**src/dbass_pkg.sv**
```systemverilog
// Package for the double-buffered audio sample sequencer.
// Holds widths, operation and play-state codes, beat structs and the mode encoding.
// No dependencies.
`timescale 1ns / 1ps
`default_nettype none

package dbass_pkg;

  localparam int unsigned ADDR_BITS = 32;
  localparam int unsigned LEN_BITS  = 24;
  localparam int unsigned POS_BITS  = LEN_BITS + 1;
  localparam int unsigned DIV_BITS  = 16;
  localparam int unsigned OP_BITS   = 3;
  localparam int unsigned PS_BITS   = 3;

  localparam logic [DIV_BITS-1:0] RATE_DIV_RST = DIV_BITS'(11);

  // operation codes
  localparam logic [OP_BITS-1:0] OP_TICK  = 3'd0;
  localparam logic [OP_BITS-1:0] OP_QUEUE = 3'd1;
  localparam logic [OP_BITS-1:0] OP_PLAY  = 3'd2;
  localparam logic [OP_BITS-1:0] OP_PAUSE = 3'd3;
  localparam logic [OP_BITS-1:0] OP_STOP  = 3'd4;

  // reported play state codes
  localparam logic [PS_BITS-1:0] PS_STOPPED      = 3'd0;
  localparam logic [PS_BITS-1:0] PS_PLAY_MONO    = 3'd1;
  localparam logic [PS_BITS-1:0] PS_PLAY_STEREO  = 3'd2;
  localparam logic [PS_BITS-1:0] PS_PAUSE_MONO   = 3'd3;
  localparam logic [PS_BITS-1:0] PS_PAUSE_STEREO = 3'd4;

  typedef enum logic [4:0] {
    M_STOPPED      = 5'b00001,
    M_PLAY_MONO    = 5'b00010,
    M_PLAY_STEREO  = 5'b00100,
    M_PAUSE_MONO   = 5'b01000,
    M_PAUSE_STEREO = 5'b10000
  } mode_e;

  typedef struct packed {
    logic [OP_BITS-1:0]   operation;
    logic [ADDR_BITS-1:0] buffer_addr;
    logic [LEN_BITS-1:0]  buffer_len;
    logic                 stereo_mode;
  } item_t;

  typedef struct packed {
    logic                 fetch_valid;
    logic [ADDR_BITS-1:0] left_addr;
    logic [ADDR_BITS-1:0] right_addr;
    logic [PS_BITS-1:0]   play_state;
    logic [POS_BITS-1:0]  bytes_left;
    logic                 slot_free;
    logic [LEN_BITS-1:0]  accepted_len;
  } result_t;

  function automatic logic [PS_BITS-1:0] mode_code(input mode_e m);
    logic [PS_BITS-1:0] c;
    unique case (m)
      M_STOPPED:      c = PS_STOPPED;
      M_PLAY_MONO:    c = PS_PLAY_MONO;
      M_PLAY_STEREO:  c = PS_PLAY_STEREO;
      M_PAUSE_MONO:   c = PS_PAUSE_MONO;
      M_PAUSE_STEREO: c = PS_PAUSE_STEREO;
      default:        c = PS_STOPPED;
    endcase
    return c;
  endfunction

endpackage

`default_nettype wire

```
**src/dbass_in_stage.sv**
```systemverilog
// Input register of the sequencer: holds one command beat until the core takes it.
// Depends on dbass_pkg.
`timescale 1ns / 1ps
`default_nettype none

module dbass_in_stage (
  input  wire                clk_i,
  input  wire                rst_ni,
  input  wire                in_valid_i,
  output logic               in_stall_o,
  input  dbass_pkg::item_t   in_data_i,
  input  wire                take_i,
  output logic               full_o,
  output dbass_pkg::item_t   item_o
);
  import dbass_pkg::*;

  logic  full_q, full_d;
  item_t item_q;
  logic  accept;

  assign in_stall_o = full_q && !take_i;
  assign accept     = in_valid_i && !in_stall_o;
  assign full_d     = accept || (full_q && !take_i);

  always_ff @(posedge clk_i or negedge rst_ni) begin
    if (!rst_ni) begin
      full_q <= 1'b0;
    end else begin
      full_q <= full_d;
    end
  end

  always_ff @(posedge clk_i) begin
    if (accept) begin
      item_q <= in_data_i;
    end
  end

  assign full_o = full_q;
  assign item_o = item_q;

endmodule

`default_nettype wire

```
**src/dbass_core.sv**
```systemverilog
// Sequencer core: buffer descriptors, play mode, tick divider and the per-beat update.
// Status fields are computed from the post-update state. Depends on dbass_pkg.
`timescale 1ns / 1ps
`default_nettype none

module dbass_core (
  input  wire                                clk_i,
  input  wire                                rst_ni,
  input  wire                                step_i,
  input  dbass_pkg::item_t                   item_i,
  input  wire                                cfg_we_i,
  input  wire [dbass_pkg::DIV_BITS-1:0]      cfg_data_i,
  output dbass_pkg::result_t                 res_o
);
  import dbass_pkg::*;

  mode_e                mode_q, mode_d;
  logic [ADDR_BITS-1:0] cur_base_q, cur_base_d;
  logic [LEN_BITS-1:0]  cur_len_q, cur_len_d;
  logic [POS_BITS-1:0]  cur_pos_q, cur_pos_d;
  logic [ADDR_BITS-1:0] pend_base_q, pend_base_d;
  logic [LEN_BITS-1:0]  pend_len_q, pend_len_d;
  logic [DIV_BITS-1:0]  tick_q, tick_d;
  logic [DIV_BITS-1:0]  rate_div_q;

  logic [DIV_BITS-1:0]  tick_inc;
  logic                 expire;
  logic [POS_BITS-1:0]  pos_adv;
  logic                 fetch;
  logic [ADDR_BITS-1:0] laddr, raddr;
  logic [LEN_BITS-1:0]  accepted;
  logic [POS_BITS-1:0]  left;

  assign tick_inc = tick_q + DIV_BITS'(1);
  assign expire   = tick_inc >= rate_div_q;
  assign laddr    = cur_base_q + ADDR_BITS'(cur_pos_q);

  always_comb begin
    mode_d      = mode_q;
    cur_base_d  = cur_base_q;
    cur_len_d   = cur_len_q;
    cur_pos_d   = cur_pos_q;
    pend_base_d = pend_base_q;
    pend_len_d  = pend_len_q;
    tick_d      = tick_q;
    fetch       = 1'b0;
    raddr       = '0;
    accepted    = '0;
    pos_adv     = cur_pos_q;

    unique case (item_i.operation)
      OP_TICK: begin
        tick_d = expire ? '0 : tick_inc;
        if (expire && cur_len_q != '0) begin
          if (mode_q == M_PLAY_MONO) begin
            fetch   = 1'b1;
            raddr   = laddr;
            pos_adv = cur_pos_q + POS_BITS'(1);
          end else if (mode_q == M_PLAY_STEREO) begin
            fetch   = 1'b1;
            raddr   = laddr + ADDR_BITS'(1);
            pos_adv = cur_pos_q + POS_BITS'(2);
          end
          cur_pos_d = pos_adv;
          // end of buffer: swap in the pending one or stop
          if (pos_adv >= POS_BITS'(cur_len_q)) begin
            if (pend_len_q != '0) begin
              cur_base_d  = pend_base_q;
              cur_len_d   = pend_len_q;
              cur_pos_d   = '0;
              pend_base_d = '0;
              pend_len_d  = '0;
            end else begin
              cur_base_d = '0;
              cur_len_d  = '0;
              cur_pos_d  = '0;
              mode_d     = M_STOPPED;
            end
          end
        end
      end
      OP_QUEUE: begin
        if (mode_q == M_STOPPED && cur_len_q == '0) begin
          cur_base_d = item_i.buffer_addr;
          cur_len_d  = item_i.buffer_len;
          accepted   = item_i.buffer_len;
        end else if (pend_len_q == '0) begin
          pend_base_d = item_i.buffer_addr;
          pend_len_d  = item_i.buffer_len;
          accepted    = item_i.buffer_len;
        end
      end
      OP_PLAY: begin
        if (mode_q == M_STOPPED) begin
          if (cur_len_q != '0) begin
            mode_d = item_i.stereo_mode ? M_PLAY_STEREO : M_PLAY_MONO;
          end
        end else if (mode_q == M_PAUSE_MONO) begin
          mode_d = M_PLAY_MONO;
        end else if (mode_q == M_PAUSE_STEREO) begin
          mode_d = M_PLAY_STEREO;
        end
      end
      OP_PAUSE: begin
        if (mode_q == M_PLAY_MONO) begin
          mode_d = M_PAUSE_MONO;
        end else if (mode_q == M_PLAY_STEREO) begin
          mode_d = M_PAUSE_STEREO;
        end
      end
      OP_STOP: begin
        mode_d      = M_STOPPED;
        cur_base_d  = '0;
        cur_len_d   = '0;
        cur_pos_d   = '0;
        pend_base_d = '0;
        pend_len_d  = '0;
      end
      default: begin
        // undefined codes only report status
      end
    endcase
  end

  always_comb begin
    left = '0;
    if (cur_len_d != '0 && cur_pos_d <= POS_BITS'(cur_len_d)) begin
      left = POS_BITS'(cur_len_d) - cur_pos_d + POS_BITS'(pend_len_d);
    end
  end

  always_comb begin
    res_o.fetch_valid  = fetch;
    res_o.left_addr    = fetch ? laddr : '0;
    res_o.right_addr   = raddr;
    res_o.play_state   = mode_code(mode_d);
    res_o.bytes_left   = left;
    res_o.slot_free    = (pend_len_d == '0);
    res_o.accepted_len = accepted;
  end

  always_ff @(posedge clk_i or negedge rst_ni) begin
    if (!rst_ni) begin
      mode_q      <= M_STOPPED;
      cur_base_q  <= '0;
      cur_len_q   <= '0;
      cur_pos_q   <= '0;
      pend_base_q <= '0;
      pend_len_q  <= '0;
      tick_q      <= '0;
    end else if (step_i) begin
      mode_q      <= mode_d;
      cur_base_q  <= cur_base_d;
      cur_len_q   <= cur_len_d;
      cur_pos_q   <= cur_pos_d;
      pend_base_q <= pend_base_d;
      pend_len_q  <= pend_len_d;
      tick_q      <= tick_d;
    end
  end

  always_ff @(posedge clk_i or negedge rst_ni) begin
    if (!rst_ni) begin
      rate_div_q <= RATE_DIV_RST;
    end else if (cfg_we_i) begin
      rate_div_q <= cfg_data_i;
    end
  end

  a_mode_onehot: assert property (@(posedge clk_i) disable iff (!rst_ni)
    $onehot(mode_q))
    else $error("mode register not one-hot");

  a_empty_pos_zero: assert property (@(posedge clk_i) disable iff (!rst_ni)
    (cur_len_q == '0) |-> (cur_pos_q == '0))
    else $error("position nonzero with empty current slot");

  a_pos_in_range: assert property (@(posedge clk_i) disable iff (!rst_ni)
    cur_pos_q <= POS_BITS'(cur_len_q))
    else $error("position past end of current buffer");

  a_active_has_buf: assert property (@(posedge clk_i) disable iff (!rst_ni)
    (mode_q != M_STOPPED) |-> (cur_len_q != '0))
    else $error("playing or paused without a current buffer");

endmodule

`default_nettype wire

```
**src/dbass_out_stage.sv**
```systemverilog
// Result register of the sequencer: holds one result beat until the sink takes it.
// Depends on dbass_pkg.
`timescale 1ns / 1ps
`default_nettype none

module dbass_out_stage (
  input  wire                  clk_i,
  input  wire                  rst_ni,
  input  wire                  load_i,
  input  dbass_pkg::result_t   res_i,
  output logic                 free_o,
  output logic                 out_valid_o,
  input  wire                  out_stall_i,
  output dbass_pkg::result_t   out_data_o
);
  import dbass_pkg::*;

  logic    valid_q, valid_d;
  result_t res_q;

  // room when empty or the held beat leaves this cycle
  assign free_o  = !valid_q || !out_stall_i;
  assign valid_d = load_i || (valid_q && out_stall_i);

  always_ff @(posedge clk_i or negedge rst_ni) begin
    if (!rst_ni) begin
      valid_q <= 1'b0;
    end else begin
      valid_q <= valid_d;
    end
  end

  always_ff @(posedge clk_i) begin
    if (load_i) begin
      res_q <= res_i;
    end
  end

  assign out_valid_o = valid_q;
  assign out_data_o  = res_q;

endmodule

`default_nettype wire

```
**src/double_buffered_audio_sample_sequencer_top.sv**
```systemverilog
// Channel  | signals                           | direction
// ---------+-----------------------------------+----------
// command  | in_valid_i, in_stall_o, in_data_i | in
// result   | out_valid_o, out_stall_i, out_data_o | out
// config   | cfg_valid_i, cfg_ready_o, cfg_data_i | in
//
// One command beat per cycle while the result is not stalled; each beat gives one
// result beat after passing the input register, then the result register. The core
// updates state as a beat moves from the input register into the result register.
// A stalled result holds the core and back-pressures the input register. Reset clears
// all state and sets the rate divisor to 11. Config writes are always ready.
// Depends on dbass_pkg, dbass_in_stage, dbass_core, dbass_out_stage.
`timescale 1ns / 1ps
`default_nettype none

module double_buffered_audio_sample_sequencer_top (
  input  wire                            clk_i,
  input  wire                            rst_ni,
  input  wire                            in_valid_i,
  output logic                           in_stall_o,
  input  dbass_pkg::item_t               in_data_i,
  output logic                           out_valid_o,
  input  wire                            out_stall_i,
  output dbass_pkg::result_t             out_data_o,
  input  wire                            cfg_valid_i,
  output logic                           cfg_ready_o,
  input  wire [dbass_pkg::DIV_BITS-1:0]  cfg_data_i
);
  import dbass_pkg::*;

  logic    in_full;
  item_t   item;
  logic    out_free;
  logic    step;
  result_t res;

  assign step        = in_full && out_free;
  assign cfg_ready_o = 1'b1;

  dbass_in_stage u_in (
    .clk_i      (clk_i),
    .rst_ni     (rst_ni),
    .in_valid_i (in_valid_i),
    .in_stall_o (in_stall_o),
    .in_data_i  (in_data_i),
    .take_i     (out_free),
    .full_o     (in_full),
    .item_o     (item)
  );

  dbass_core u_core (
    .clk_i      (clk_i),
    .rst_ni     (rst_ni),
    .step_i     (step),
    .item_i     (item),
    .cfg_we_i   (cfg_valid_i && cfg_ready_o),
    .cfg_data_i (cfg_data_i),
    .res_o      (res)
  );

  dbass_out_stage u_out (
    .clk_i       (clk_i),
    .rst_ni      (rst_ni),
    .load_i      (step),
    .res_i       (res),
    .free_o      (out_free),
    .out_valid_o (out_valid_o),
    .out_stall_i (out_stall_i),
    .out_data_o  (out_data_o)
  );

endmodule

`default_nettype wire
```
**config.mk**
```make
export PLATFORM = sky130hd
export DESIGN_NAME = double_buffered_audio_sample_sequencer_top
export DESIGN_NICKNAME = d
export VERILOG_FILES = /design/src/dbass_pkg.sv /design/src/dbass_in_stage.sv /design/src/dbass_core.sv /design/src/dbass_out_stage.sv /design/src/double_buffered_audio_sample_sequencer_top.sv
export SDC_FILE = /design/constraint.sdc
export NUM_CORES = 1
export LEC_CHECK = 0
export BUFFER_PORTS_ARGS = -buffer_cell sky130_fd_sc_hd__buf_2
export CAP_MARGIN = 30
export CORE_MARGIN = 4
export CORE_UTILIZATION = 45
export DETAILED_ROUTE_END_ITERATION = 10
export GPL_TIMING_DRIVEN = 1
export PLACE_DENSITY_LB_ADDON = 0.08
export REMOVE_ABC_BUFFERS = 1
export SYNTH_ARGS = -nofsm -noshare
export SYNTH_HDL_FRONTEND = slang
export SYNTH_HIERARCHICAL = 1
export SYNTH_SLANG_ARGS = --single-unit
export TNS_END_PERCENT = 100
```
**constraint.sdc**
```tcl
create_clock -name clk_i -period 11.7 [get_ports clk_i]
set_input_delay 1.755 -clock clk_i [delete_from_list [all_inputs] [get_ports clk_i]]
set_output_delay 1.755 -clock clk_i [all_outputs]
set_load 0.03 [all_outputs]
```
Yosys cells after proc, flatten, opt, wreduce, memory -nomap -nowiden
Cells that the tools add are included.
{ "totals": {"regBits": 354, "wordCells": 126, "output_inout_bits": 121} }
{ "op_classes": {"n_addsub": 7, "eq_ne": 19, "n_reduce_logical": 26, "n_lt_le_gt_ge": 3, "muxes": 50} }
{ "op_table": {"columns": ["cell", "n"], "rows": [
  ["$mux 32", 11],
  ["$mux 24", 11],
  ["$pmux 32 s3", 2],
  ["$mux 25", 6],
  ["$pmux 24 s3", 2],
  ["$logic_not 24->1", 3],
  ["$reduce_bool 24->1", 3],
  ["$pmux 25 s2", 1],
  ["$mux 5", 9],
  ["$add 32x1->32 const B", 1],
  ["$add 32x25->32", 1],
  ["$add 25x1->25 const B", 1],
  ["$add 25x2->25 const B", 1],
  ["$add 25x24->25", 1],
  ["$ge 25x24->1", 1],
  ["$le 25x24->1", 1],
  ["$sub 24x25->25", 1],
  ["$pmux 5 s4", 1],
  ["$add 16x1->16 const B", 1],
  ["$ge 16x16->1", 1],
  ["$mux 16", 1],
  ["$pmux 3 s4", 1],
  ["$eq 5x2->1 const B", 2],
  ["$eq 5x3->1 const B", 2],
  ["18 further kinds", 40]
]} }

Depth between registers and ports, before layout
{ "logic_depth": {"depth_word": 11, "depth_mapped": 38, "depth_no_buf": 35} }

Modules after synthesis
The synthesis kept the hierarchy.
{ "by_module_without_submodules": {"columns": ["module", "area_each_um2", "instances", "seq_area_each_um2", "cells_per_inst"], "rows": [
  ["dbass_core", 15643.8, 1, 4359.2, 1941],
  ["dbass_out_stage", 3579.7, 1, 3568.4, 121],
  ["dbass_in_stage", 1859.3, 1, 1826.8, 65],
  ["double_buffered_audio_sample_sequencer_top", 17.5, 1, 0.0, 3]
]} }

Worst setup path after synthesis
No wires, ideal clock.
{ "synth_timing": {"kind": "register to register", "startpoint": "register u_core.mode_q[4]", "endpoint": "register u_out.res_q, in the netlist u_out/out_data_o[49], data pin", "t_arrival_ns": 7.785, "path_buffers": 3, "synth_period_minus_slack_ns": 8.063, "t_required_ns": 11.422, "setup_time_ns": 0.278, "path_stages_with_launch": 37, "path_slack_ns": 3.637, "cell_sequence": "dfrtp_1 buf_4 nor4b_4 nand3_1 a21boi_0 nand4_1 or3_1 nor2_1 nand3_1 nor2_1 xnor2_1 ha_1 nand3_1 nor4_1 a211oi_1 o211ai_2 nor3b_4 buf_6 nand3_2 inv_1 clkbuf_1 nand2_1 o21ai_0 fa_1 inv_1 ha_1 o21a_1 o31ai_1 a21oi_1 o2111ai_1 a311oi_1 a41o_1 o311ai_0 a31oi_1 or4_1 nand3_1 a211oi_1"} }
{ "synth_between": {"elab_chain_cells": 11} }
{ "synth_lines": {"columns": ["item", "line_no", "text"], "rows": [
  ["start, declared", "dbass_core.sv:17", "mode_e mode_q, mode_d;"],
  ["start signal, assigned", "dbass_core.sv:152", "mode_q <= mode_d;"],
  ["$eq 5x3->1", "dbass_core.sv:59", "end else if (mode_q == M_PLAY_STEREO) begin"],
  ["$mux 25", "dbass_core.sv:59", null],
  ["$mux 25 (*)", "dbass_core.sv:55", "if (mode_q == M_PLAY_MONO) begin"],
  ["$mux 25 (*)", "dbass_core.sv:54", "if (expire && cur_len_q != '0) begin"],
  ["$mux 25 (*)", "dbass_core.sv:51", "unique case (item_i.operation)"],
  ["$ge 25x24->1", "dbass_core.sv:66", "if (pos_adv >= POS_BITS'(cur_len_q)) begin"],
  ["$mux 25 (*)", "dbass_core.sv:66", null],
  ["$mux 25 (*)", "dbass_core.sv:54", null],
  ["$pmux 25 s2 (*)", "dbass_core.sv:51", null],
  ["via u_core.cur_pos_d[3]", "dbass_core.sv:20", "logic [POS_BITS-1:0] cur_pos_q, cur_pos_d;"],
  ["$sub 24x25->25 / $le 25x24->1 (equally long branches)", "dbass_core.sv:128, dbass_core.sv:127", null],
  ["$add 25x24->25 / $logic_and 1x1->1 (equally long branches)", "dbass_core.sv:128, dbass_core.sv:127", null],
  ["end signal, assigned", "dbass_out_stage.sv:35", "res_q <= res_i;"],
  ["end, declared", "dbass_out_stage.sv:19", "result_t res_q;"]
]} }
The timed path passes the listed nets; every way through them passes the cells marked *. The select of a mux whose other input is x is not followed.
A chain may end at the register's enable or synchronous reset.

Final worst setup path
{ "layout_timing": {"startpoint": "register u_core.mode_q[4]", "endpoint": "register u_out.res_q, in the netlist u_out/out_data_o[49], data pin"} }
{ "layout_between": {"elab_chain_cells": 11} }
{ "layout_lines": {"columns": ["item", "line_no", "text"], "rows": [
  ["$eq 5x3->1", "dbass_core.sv:59", null],
  ["$mux 25", "dbass_core.sv:59", null],
  ["$mux 25", "dbass_core.sv:55", null],
  ["$mux 25", "dbass_core.sv:54", null],
  ["$mux 25", "dbass_core.sv:51", null],
  ["$ge 25x24->1", "dbass_core.sv:66", null],
  ["$mux 24 / $mux 25 (equally long branches)", "dbass_core.sv:66", null],
  ["$mux 24 / $mux 25 (equally long branches)", "dbass_core.sv:54", null],
  ["$pmux 24 s3 / $pmux 25 s2 (equally long branches)", "dbass_core.sv:51", null],
  ["$sub 24x25->25, or another cell as far along", "dbass_core.sv:128", "left = POS_BITS'(cur_len_d) - cur_pos_d + POS_BITS'(pend_len_d);"],
  ["$add 25x24->25 / $logic_and 1x1->1 (equally long branches)", "dbass_core.sv:128, dbass_core.sv:127", null]
]} }
Several ways; a longest one is shown, not always the timed one. The select of a mux whose other input is x is not followed.

==> results.py <==
metrics = {
    "run_status": {
        "status": "complete, no violations",
    },
    "cts": {
        "cts_setup_buffers": 0,
        "clock_path_buffers": 3,
        "cts_tree": "yes",
        "holdBufCountCts": 0,
        "cts_root_buf": "clkbuf_16",
        "cts_max_level": 2,
        "clk_pin_slew_ns": 0.05,
        "clock-sinks": 354,
        "insertion_delay_ns": 0.59,
        "numCtsBuffers": 42,
        "cts_resized": 0,
    },
    "power_and_ir_drop": {
        "ir_drop_mv": 0.156,
        "powerDensity_nw_per_um2": 199,
        "p_leak_nw": 10.5,
        "power_mw": 4.80,
    },
    "grt": {
        "grt_pass1_wl_mm": 92.8,
        "grt_pass1_vias": 16100,
        "antenna_found_initial": 1,
        "grt_max_degree": 81,
        "track_usage": 0.233,
        "gr-total-overflow": 0,
    },
    "synth": {
        "yosysUniqueCellTypes": 91,
        "ys_seq_area_frac": 0.462,
        "synth-async-reset-ratio": 0.497,
        "ys_ff_latch": 354,
        "avgSynthCellArea_um2": 9.91,
        "synth.area.top_cells": "edfxtp_1 25%, dfrtp_1 20%, ha_1 7.1%",
        "yosys.area.top_type_share": 0.253,
        "yosysWarnings": 6,
        "synth_top_cell_by_area": "edfxtp_1",
        "synth_edf_count": 178,
        "synthesis.area_um2": 21100,
        "synth-main-ff-cell": "edfxtp_1",
        "synthCells": 2130,
    },
    "detailed_routing": {
        "drtAntennaViolNets": 0,
        "vias": 16900,
        "first_pass_iters": 5,
        "viasPerCell": 5.71,
        "wl_per_cell_um": 20.3,
        "post-route-drc-count": 0,
        "drt_iter0_drc": 1602,
        "routed_wirelength_mm": 59.9,
    },
    "layout": {
        "layout.cells.non_filler": 2951,
        "final_util": 0.519,
        "n_antenna_cell": 0,
        "nFillCells": 4316,
        "area_growth_pct": 14.3,
        "drive_above_1_share": 0.155,
        "nets": 2534,
    },
    "critical_path": {
        "cp-end-kind": "flop",
        "critPathLaunchType": "flop",
        "critPathMaxStageDelay_ns": 0.76,
        "arrival_ns": 10.21,
        "path_class": "reg2reg",
        "cp_slowest_cell": "a222oi_1",
        "required_ns": 12.01,
        "crit_top_cell": "nand3_1",
        "critPathMaxFanout": 18,
    },
    "sta": {
        "fmax_ghz": 0.101,
        "hold_violations": 0,
        "setup_viol": 0,
        "period_needed_ns": 9.91,
        "maxSlewViolCount": 0,
        "rsz0062_at_grt": "false",
        "worst_pin_slew_ns": 1.15,
        "post-route-period-util": 0.847,
        "final.setup.tns_ns": 0,
        "clock_skew_ns": 0.0157,
        "timing.slew.headroom": 0.233,
    },
    "run": {
        "maxCapViolCount": 0,
    },
    "placement": {
        "port_buffers": 200,
        "place_hpwl_mm": 44.5,
        "dpl.cell_count": 2872,
        "place.gp.congestion": 0.911,
    },
    "min_path": {
        "hold_path_class": "reg2reg",
    },
    "floorplan": {
        "die-height_um": 225,
        "fp-row-count": 79,
        "coreArea_um2": 46500,
        "ios": 202,
        "initial_core_util": 0.454,
        "die_w_um": 225,
        "dieArea_um2": 50400,
    },
}
## routing by layer
layer  track usage  up-vias  share of wire
li1              -     8088              -
met1         0.353     8165           0.47
met2         0.350      525           0.44
met3        0.0390       84          0.064
met4        0.0603        0          0.024
met5             0        -              0
## synthesized netlist by cell type (10+ instances only)
master and count:
clkbuf_1 78, nand2_1 225, nor4_1 27, edfxtp_1 178, o21ai_0 166, nor2b_1 15, or3_1 11, a211oi_2 10
a22oi_1 18, a21boi_0 38, o31ai_1 14, ha_1 120, nand3_1 42, or2_2 12, dfrtp_1 172, nand4_1 30
a31oi_1 14, xor2_1 48, mux2_2 25, nor2_1 185, xnor2_1 55, a222oi_1 15, a21o_1 36, nand2b_1 17
o21a_1 14, a211oi_1 30, a21oi_1 122, inv_1 122, and2_1 51, nor3_1 32, and3_1 17, fa_1 23
## per-stage QoR
step / setup slack (ns) / area [um^2] / hold slack (ns)
6_report: 1.79 / 24100 / 0.472
5_1_grt: 0.952 / 24100 / 0.494
4_1_cts: 1.86 / 24100 / 0.477
3_5_place_dp: 1.92 / 22700 / 0.466
3_3_place_gp: 2.29 / 22600 / 0.457
2_1_floorplan: 1.61 / 20700 / 0.445
## where the power goes
part / switching, mW / internal (mW)
clock network: 0.543 / 0.784
registers: 0.171 / 1.54
logic: 1.08 / 0.680
## flip-flops by register name (all words and copies together), names as in the netlist
signal / count
u_out/out_data_o: 118
u_in/item_o: 60
u_core/cur_base_q: 32
u_core/pend_base_q: 32
u_core/cur_pos_q: 25
u_core/cur_len_q: 24
u_core/pend_len_q: 24
u_core/rate_div_q: 16
u_core/tick_q: 16
u_core/mode_q: 5
u_in/full_o: 1
u_out/out_valid_o: 1
## layout make-up
type | instances | area, um^2 | share of cell area
clock buffers | 59 | 1150 | 0.0479
clock inverters | 19 | 231 | 0.00960
inverters | 124 | 465 | 0.0193
multi-input cells | 1560 | 10500 | 0.435
flip-flops and latches | 354 | 9750 | 0.405
well taps | 607 | 759 | 0.0315
repair buffers | 228 | 1270 | 0.0526
## final timing paths
kind / from / to / slack, ns / cells past startpoint
min in group asynchronous: rst_ni / u_core/rate_div_q[2] / 1.12 / 1
max in group asynchronous: rst_ni / u_core/mode_q[0] / 9.40 / 3
setup reg to reg: u_core/mode_q[4] / u_out/out_data_o[49] / 1.79 / 33
hold / removal: u_core/pend_base_q[4] / u_core/pend_base_q[4] / 0.47 / 2
hold reg to reg: u_core/pend_base_q[4] / u_core/pend_base_q[4] / 0.47 / 2
setup / recovery: u_core/mode_q[4] / u_out/out_data_o[49] / 1.79 / 33
## kinds of logic after synthesis
logic type,after synthesis,synth area share
buffers and inverters,216,0.0419
muxes,31,0.0162
other,1,0.000178
DFF,354,0.462
xor gates and xnor gates,103,0.0428
AOI/OAI and AO/OA,572,0.179
and+or+nand+nor,710,0.165
adders and majority gates,143,0.0930
## cell usage in the layout, fill, tap and decap left out, types with 32 or more instances in the layout
master | netlist | layout
a21boi_0 | 38 | 38
a21o_1 | 36 | 35
a21oi_1 | 122 | 120
and2_1 | 51 | 50
buf_2 | 2 | 200
clkbuf_16 | 0 | 42
dfrtp_1 | 172 | 172
edfxtp_1 | 178 | 178
ha_1 | 120 | 120
inv_1 | 122 | 122
nand2_1 | 225 | 225
nand3_1 | 42 | 42
nor2_1 | 185 | 185
nor3_1 | 32 | 32
o21ai_0 | 166 | 166
xnor2_1 | 55 | 55
xor2_1 | 48 | 48
## worst max-delay path: cells and delay by family, from the launching register on
kind | cells | cell delay, ns
flops | 1 | 0.47
fa+ha+maj | 3 | 1.08
buf+inv | 2 | 0.27
simple gates | 13 | 3.60
compound gates | 14 | 4.07
xor+xnor | 1 | 0.09
(Power assumes the default switching activity.)
